File: src/hw/rtl/vtlru_pkg.sv
// Shared types, codes and constants of the virtual-texture page LRU cache.
// Used by the cell, the cell row, the top level and the checker; depends on nothing.
package vtlru_pkg;

	// Number of cells in the recency row.
	localparam int SLOTS = 64;
	localparam int CNT_W = $clog2(SLOTS + 1);

	// Highest legal mip level.
	localparam logic [4:0] MAX_MIP = 5'd30;

	// Command codes carried in the input tuser.
	localparam logic CMD_REQUEST = 1'b0;
	localparam logic CMD_FLUSH   = 1'b1;

	// Status codes of a result beat.
	localparam logic [2:0] ST_HIT       = 3'd0;
	localparam logic [2:0] ST_MISS      = 3'd1;
	localparam logic [2:0] ST_NO_LAYERS = 3'd2;
	localparam logic [2:0] ST_RANGE     = 3'd3;
	localparam logic [2:0] ST_FLUSH     = 3'd4;

	// Configuration register indexes.
	localparam logic [2:0] REG_WIDTH    = 3'd0;
	localparam logic [2:0] REG_HEIGHT   = 3'd1;
	localparam logic [2:0] REG_TILE     = 3'd2;
	localparam logic [2:0] REG_CAPACITY = 3'd3;
	localparam logic [2:0] REG_LAYERS   = 3'd4;

	// Page key held by one cell.
	typedef struct packed {
		logic        attribute;
		logic [4:0]  mip;
		logic [15:0] y;
		logic [15:0] x;
	} page_key_t;

	// Control broadcast from the top level to every cell.
	typedef struct packed {
		logic      req;
		logic      flush;
		logic      full;
		page_key_t key;
	} chain_ctl_t;

	// Input beat layout, last field in the lowest bits.
	typedef struct packed {
		logic [1:0]  pad;
		logic        attribute;
		logic [4:0]  mip_level;
		logic [15:0] page_y;
		logic [15:0] page_x;
	} in_beat_t;

	// Output beat layout, last field in the lowest bits.
	typedef struct packed {
		logic [6:0]       pad;
		logic [31:0]      eviction_total;
		logic [31:0]      miss_total;
		logic [31:0]      hit_total;
		logic [CNT_W-1:0] resident_count;
		logic             evicted_attribute;
		logic [4:0]       evicted_mip;
		logic [15:0]      evicted_y;
		logic [15:0]      evicted_x;
		logic             evicted;
		logic [2:0]       status;
	} out_beat_t;

endpackage

File: src/hw/rtl/vtlru_cell.sv
// One recency cell: a valid bit and a page key, ordered by position in the row.
// Depends on vtlru_pkg for the key and control types.
module vtlru_cell (
	input  logic                   clk,
	input  logic                   arst_n,
	input  vtlru_pkg::chain_ctl_t  ctl,
	input  logic                   found,
	input  vtlru_pkg::page_key_t   left_key,
	input  logic                   left_valid,
	input  logic                   right_valid,
	input  logic                   hit_in,
	output logic                   hit_out,
	input  vtlru_pkg::page_key_t   evict_in,
	output vtlru_pkg::page_key_t   evict_out,
	output vtlru_pkg::page_key_t   key,
	output logic                   valid
);

	logic                 valid_q;
	vtlru_pkg::page_key_t key_q;
	logic                 match;
	logic                 tail;
	logic                 left_tail;
	logic                 shift;
	logic                 evict_now;

	// Tag compare and hit flag handed down the row.
	assign match   = valid_q && (key_q == ctl.key);
	assign hit_out = hit_in | match;

	// The tail cell is the least recent one and drives its key onto the eviction bus.
	assign tail      = valid_q && !right_valid;
	assign left_tail = left_valid && !valid_q;
	assign evict_out = tail ? (evict_in | key_q) : evict_in;

	// On a miss the whole row moves down; on a hit only the cells up to the hit.
	assign shift     = ctl.req && (!found || !hit_in);
	assign evict_now = ctl.req && !found && ctl.full;

	// Valid bit: the copy of the old tail is dropped when a page is evicted.
	always_ff @(posedge clk or negedge arst_n) begin
		if (!arst_n) begin
			valid_q <= 1'b0;
		end else if (ctl.flush) begin
			valid_q <= 1'b0;
		end else if (shift) begin
			valid_q <= left_valid && !(evict_now && left_tail);
		end
	end

	// Key register.
	always_ff @(posedge clk) begin
		if (shift) begin
			key_q <= left_key;
		end
	end

	assign key   = key_q;
	assign valid = valid_q;

endmodule

File: src/hw/rtl/vtlru_chain.sv
// Row of recency cells, most recent page in cell zero, least recent at the tail.
// Depends on vtlru_pkg and vtlru_cell.
module vtlru_chain (
	input  logic                  clk,
	input  logic                  arst_n,
	input  vtlru_pkg::chain_ctl_t ctl,
	output logic                  found,
	output vtlru_pkg::page_key_t  evict_key
);

	localparam int N = vtlru_pkg::SLOTS;

	vtlru_pkg::page_key_t key_lnk   [N];
	logic                 valid_lnk [N];
	logic                 hit_lnk   [N+1];
	vtlru_pkg::page_key_t evict_lnk [N+1];

	assign hit_lnk[0]   = 1'b0;
	assign evict_lnk[0] = '0;

	// Each cell takes its left neighbor's entry; cell zero takes the requested key.
	for (genvar i = 0; i < N; i++) begin : g_cell
		vtlru_pkg::page_key_t left_key;
		logic                 left_valid;
		logic                 right_valid;

		if (i == 0) begin : g_head
			assign left_key   = ctl.key;
			assign left_valid = 1'b1;
		end else begin : g_body
			assign left_key   = key_lnk[i-1];
			assign left_valid = valid_lnk[i-1];
		end

		if (i == N - 1) begin : g_end
			assign right_valid = 1'b0;
		end else begin : g_mid
			assign right_valid = valid_lnk[i+1];
		end

		vtlru_cell u_cell (
			.clk         (clk),
			.arst_n      (arst_n),
			.ctl         (ctl),
			.found       (found),
			.left_key    (left_key),
			.left_valid  (left_valid),
			.right_valid (right_valid),
			.hit_in      (hit_lnk[i]),
			.hit_out     (hit_lnk[i+1]),
			.evict_in    (evict_lnk[i]),
			.evict_out   (evict_lnk[i+1]),
			.key         (key_lnk[i]),
			.valid       (valid_lnk[i])
		);
	end

	assign found     = hit_lnk[N];
	assign evict_key = evict_lnk[N];

endmodule

File: config.mk
export PLATFORM = sky130hd
export DESIGN_NAME = vtlru_chain
export DESIGN_NICKNAME = d
export VERILOG_FILES = /design/src/hw/rtl/vtlru_pkg.sv /design/src/hw/rtl/vtlru_cell.sv /design/src/hw/rtl/vtlru_chain.sv
export SDC_FILE = /design/constraint.sdc
export NUM_CORES = 2
export LEC_CHECK = 0
export BUFFER_PORTS_ARGS = -buffer_cell sky130_fd_sc_hd__buf_2
export CAP_MARGIN = 20
export CORE_MARGIN = 5
export CORE_UTILIZATION = 60
export CTS_BUF_LIST = sky130_fd_sc_hd__clkbuf_2 sky130_fd_sc_hd__clkbuf_4 sky130_fd_sc_hd__clkbuf_8
export DETAILED_ROUTE_END_ITERATION = 12
export MAX_ROUTING_LAYER = met4
export PLACE_DENSITY = 0.79
export SETUP_SLACK_MARGIN = 0.3
export SYNTH_ARGS = -nofsm -noshare
export SYNTH_HDL_FRONTEND = slang
export SYNTH_HIERARCHICAL = 1
export SYNTH_SLANG_ARGS = --single-unit
File: constraint.sdc
create_clock -name clk -period 22.7 [get_ports clk]
set_input_delay 4.54 -clock clk [delete_from_list [all_inputs] [get_ports clk]]
set_output_delay 4.54 -clock clk [all_outputs]
set_load 0.005 [all_outputs]
======== Word-level counts from Yosys, hierarchy flattened ========
Cells that the tools add are included.
storage, ports and cells
  flip-flop bits (word level) ............. 2496
  latch bits .............................. 0
  memory bits (writable) .................. 0
  memory bits (read-only) ................. 0
  input bits .............................. 43
  output and inout port bits .............. 39
  logic and storage cells ................. 1340
  memories kept ........................... 0
operators by class
  add/sub/neg operators ................... 0
  multipliers ............................. 0
  divide/modulo/power cells ............... 0
  $lt $le $gt $ge ......................... 0
  equal/unequal tests ..................... 64
  shift operators ......................... 0
  mux-type cells .......................... 192
  bitwise logic cells ..................... 126
  reductions and logical operators ........ 638
operators with widths
  operator            count
  == test 38 bit      64
  2-to-1 mux 38 bit   64
  OR 38 bit           63
  logical AND 1 bit   319
  logical NOT 1 bit   192
  2-to-1 mux 1 bit    128
  nonzero test 2 bit  64
  logical OR 1 bit    63
  OR 1 bit            63

======== Longest topological paths before layout ========
  depth in word-level cells ............... 129
  depth in mapped cells ................... 70
  mapped depth without buffers ............ 70

======== By module ========
The synthesis kept the hierarchy.
by module, submodules not included
  module       times used  cells each  area each (sq um)  sequential area each (sq um)
  vtlru_cell   64          138         1930.6             1166.1
  vtlru_chain  1           2           7.5                0.0

======== Least setup slack after synthesis ========
Ideal clock, no wire load.
  path type ............................... input port to output port
  from .................................... input ctl[11] in the netlist's numbering
  to ...................................... output found
  data arrival time ....................... 17.248 ns
  slack ................................... 0.912 ns
  cell stages on the path ................. 67
  cells stage by stage .................... xnor2_1 > nand4_1 > nor4_1 > a31o_1 > a31o_1 > a31o_1 > a31o_1 > a31o_1 > a31o_1 > a31o_1 > a31o_1 > a31o_1 > a31o_1 > a31o_1 > a31o_1 > a31o_1 > a31o_1 > a31o_1 > [31 not listed] > a31o_1 > a31o_1 > a31o_1 > a31o_1 > a31o_1 > a31o_1 > a31o_1 > a31o_1 > a31o_1 > a31o_1 > a31o_1 > a31o_1 > a31o_1 > a31o_1 > a31o_1 > a31o_1 > a31o_1 > a31o_1
RTL lines
  what             line              RTL
  start, declared  vtlru_chain.sv:6  input vtlru_pkg::chain_ctl_t ctl,
  end, declared    vtlru_chain.sv:7  output logic found,

==> impl_metrics.ini <==
[status]
status = finished, violations left
violations = setup timing

[yosys]
netlist_instances = 8834
yosysUniqueCellTypes = 17
synthFlopType = edfxtp_1
synth-edff-count = 2432
synth_area_um2 = 124000
avgSynthCellArea_um2 = 14.0
yosysWarnings = 6
synth.most_common_cell = edfxtp_1
synthTopCellsByCount = edfxtp_1, a21o_1, xnor2_1, nand4_1
yosysTopAreaCellShare_pct = 59.1
yosysSeqAreaShare_pct = 60.4
ys_seq_elements = 2496
async_flop_share_pct = 2.56
synth_area_leaders = edfxtp_1, xnor2_1, a21o_1
post-synth-top-area-cell = edfxtp_1

[die]
dieArea_um2 = 215000
die_h_um = 464
row_count = 166
core_area_um2 = 205000
dieWidth_um = 464
initial_core_util_pct = 60.3
io_pins = 82

[worst_setup_path]
crit_fanout = 4
crit_start = ctl[30]
r2r_setup_slack_ns = 5.17
r2r-end = g_cell[2].u_cell/valid
r2r_start = g_cell[0].u_cell/key[10]
critPathArrivalTime_ns = 19.25
criticalPathCategory = input port to primary output
slowest_delay_ns = 0.29
cp_top_family = compound AO/OA/AOI/OAI gates
critPathRequiredTime_ns = 18.16
crit_path_frequent_cell = a31o_1
critPathSlowestCell = a31o_4
crit_buf_inv = 4
cp-end-kind = primary output
worst-r2r-cell-count = 77
cp-start-kind = input port

[global_routing]
grt_pass1_vias = 82800
grt_usage_pct = 32.2
grt_max_degree = 65
grt_pass1_wl_um = 518000
grt-ovfl-total = 0
antenna_found_initial = 17

[sta]
fin_ws_ns = -1.09
rsz0062_at_grt = yes
maxSlewHeadroom_pct = 19.1
setup_viol = 1
layout_min_cycle_time_ns = 23.79
fin_worst_skew_ns = 0.106
worst_pin_slew_ns = 1.21
max_freq_mhz = 42.0
hold_viol_final = 0
slew_viol_final = 0
min_period_over_period_pct = 105

[drt]
wire_per_inst_um = 27.4
via_per_inst = 6.39
wirelength_um = 343000
initialDrtViolationCount = 7695
num_vias = 80100
drc = 0
ant_nets = 0
dr.pass1.iters = 5

[power_and_ir_drop]
p_sw_share_pct = 25.9
switchingPower_mw = 2.85
p_clk_share_pct = 36.2
pwr-share-seq_pct = 51.4
power_density_nw_per_um2 = 79.3
intPower_mw = 8.13
power_frac_comb_pct = 12.4
ir_drop_v = 0.0000748
power_leakage_nw = 48.3

[clock_network]
clkSinkCount = 2496
clock_latency_ns = 1.11
clk_root_buffer_cell = clkbuf_8
htree_levels = 5
path_clk_slew_ns = 0.06
cts_tree = done
cts_made_buffers = 416
cts-hold-fix-buffers = 0
clockBufferDepth = 4

[place]
routabilityCongestion = 0.947
place_area_um2 = 130000
dpl.hpwl_um = 244000
post-place-ws_ns = -1.60
portBuffers = 81
place_inst = 11700

[layout]
drive_above_1_share_pct = 13.4
nets = 9569
syn_to_final_growth_pct = 12.1
layout.cells.non_filler = 12500
fin_area_um2 = 138000

[job]
drv_cap = 0

[min_path]
hold_path.class = register to register
worstHoldStart = g_cell[25].u_cell/key[24]
holdPathEnd = g_cell[26].u_cell/key[24]
hold_depth = 0
stage by stage:
stage	utilization (%)	power (mW)	setup TNS [ns]	hold WS, ns
floorplan	-	6.55	0	0.472
global placement	63.4	7.03	-1.46	0.474
detailed placement	63.4	7.07	-1.60	0.483
CTS	67.5	11.0	-0.901	0.428
global route	67.6	11.4	-1.48	0.444
finish	67.6	11.0	-1.09	0.436
what timing repair did:
item | 4_1_cts | 5_1_grt
pin swaps | 3 | 6
endpoints found under the hold margin | 0 | 0
setup buffers | 31 | 18
endpoints found under the setup margin | 1 | 1
resized for setup | 17 | 2
worst register-to-register path: cells and delay by family (launching register included):
kind	cells	cell delay [ns]
AND/OR/NAND/NOR	4	0.53
buffers and inverters	7	2.03
AO/OA/AOI/OAI	65	13.99
XOR/XNOR	1	0.21
flip-flops	1	0.56
power by group through the flow:
stage / logic (mW) / registers (mW) / clock network (mW)
floorplan: 0.888 / 5.66 / 0
global placement: 1.31 / 5.72 / 0
detailed placement: 1.34 / 5.73 / 0
CTS: 1.35 / 5.64 / 4.02
global route: 1.45 / 5.67 / 4.24
finish: 1.36 / 5.65 / 3.97
sequential cells by signal, indices dropped and copies added, names as in the netlist:
name and count:
g_cell.u_cell/valid 64, g_cell.u_cell/key 2432
layout by cell type, fill, tap and decap left out, drive strengths merged:
| cell | instances |
|---|---|
| edfxtp | 2432 |
| a21o | 2432 |
| xnor2 | 2240 |
| clkbuf | 581 |
| nand4 | 576 |
| buf | 490 |
| xor2 | 192 |
| nor4 | 192 |
| clkinv | 130 |
| nor2b | 128 |
| a21boi | 64 |
| nand2b | 64 |
| a21oi | 64 |
| nor3 | 64 |
| dfrtp | 64 |
| a31o | 64 |
| conb | 42 |
| diode | 12 |
| bufinv | 12 |
| inv | 5 |
| clkinvlp | 2 |
how the worst max path moves through the flow:
| stage | end | slack [ns] | cells after the start |
|---|---|---|---|
| 2_1_floorplan | found | 0.91 | 67 |
| 3_3_place_gp | found | -1.46 | 70 |
| 3_5_place_dp | found | -1.60 | 71 |
| 4_1_cts | found | -0.90 | 71 |
| 5_1_grt | found | -1.48 | 71 |
| 6_report | found | -1.09 | 71 |
logic make-up after synthesis:
logic type | synth area share [%]
DFF | 60.4
buffers and inverters | 1.30
AOI/OAI and AO/OA | 15.9
other | 0.00608
xor gates and xnor gates | 17.2
and+or+nand+nor | 5.12
final cells by class:
cell class              count  area (um2)
repair buffers            490        3920
well taps                2688        3360
clock inverters           149         951
clock buffers             581        7110
multi-input cells        6122       48500
fillers                 14100       66300
flip-flops and latches   2496       74600
diodes                     12        30.0
routing by layer:
| layer | global-route usage (%) | vias to the layer above | wire length (um) |
|---|---|---|---|
| li1 | - | 34800 | - |
| met1 | 40.3 | 40900 | 134000 |
| met2 | 52.3 | 3565 | 167000 |
| met3 | 5.55 | 880 | 26500 |
| met4 | 13.3 | 0 | 16000 |
| met5 | - | - | 0 |
(Power assumes the default switching activity.)
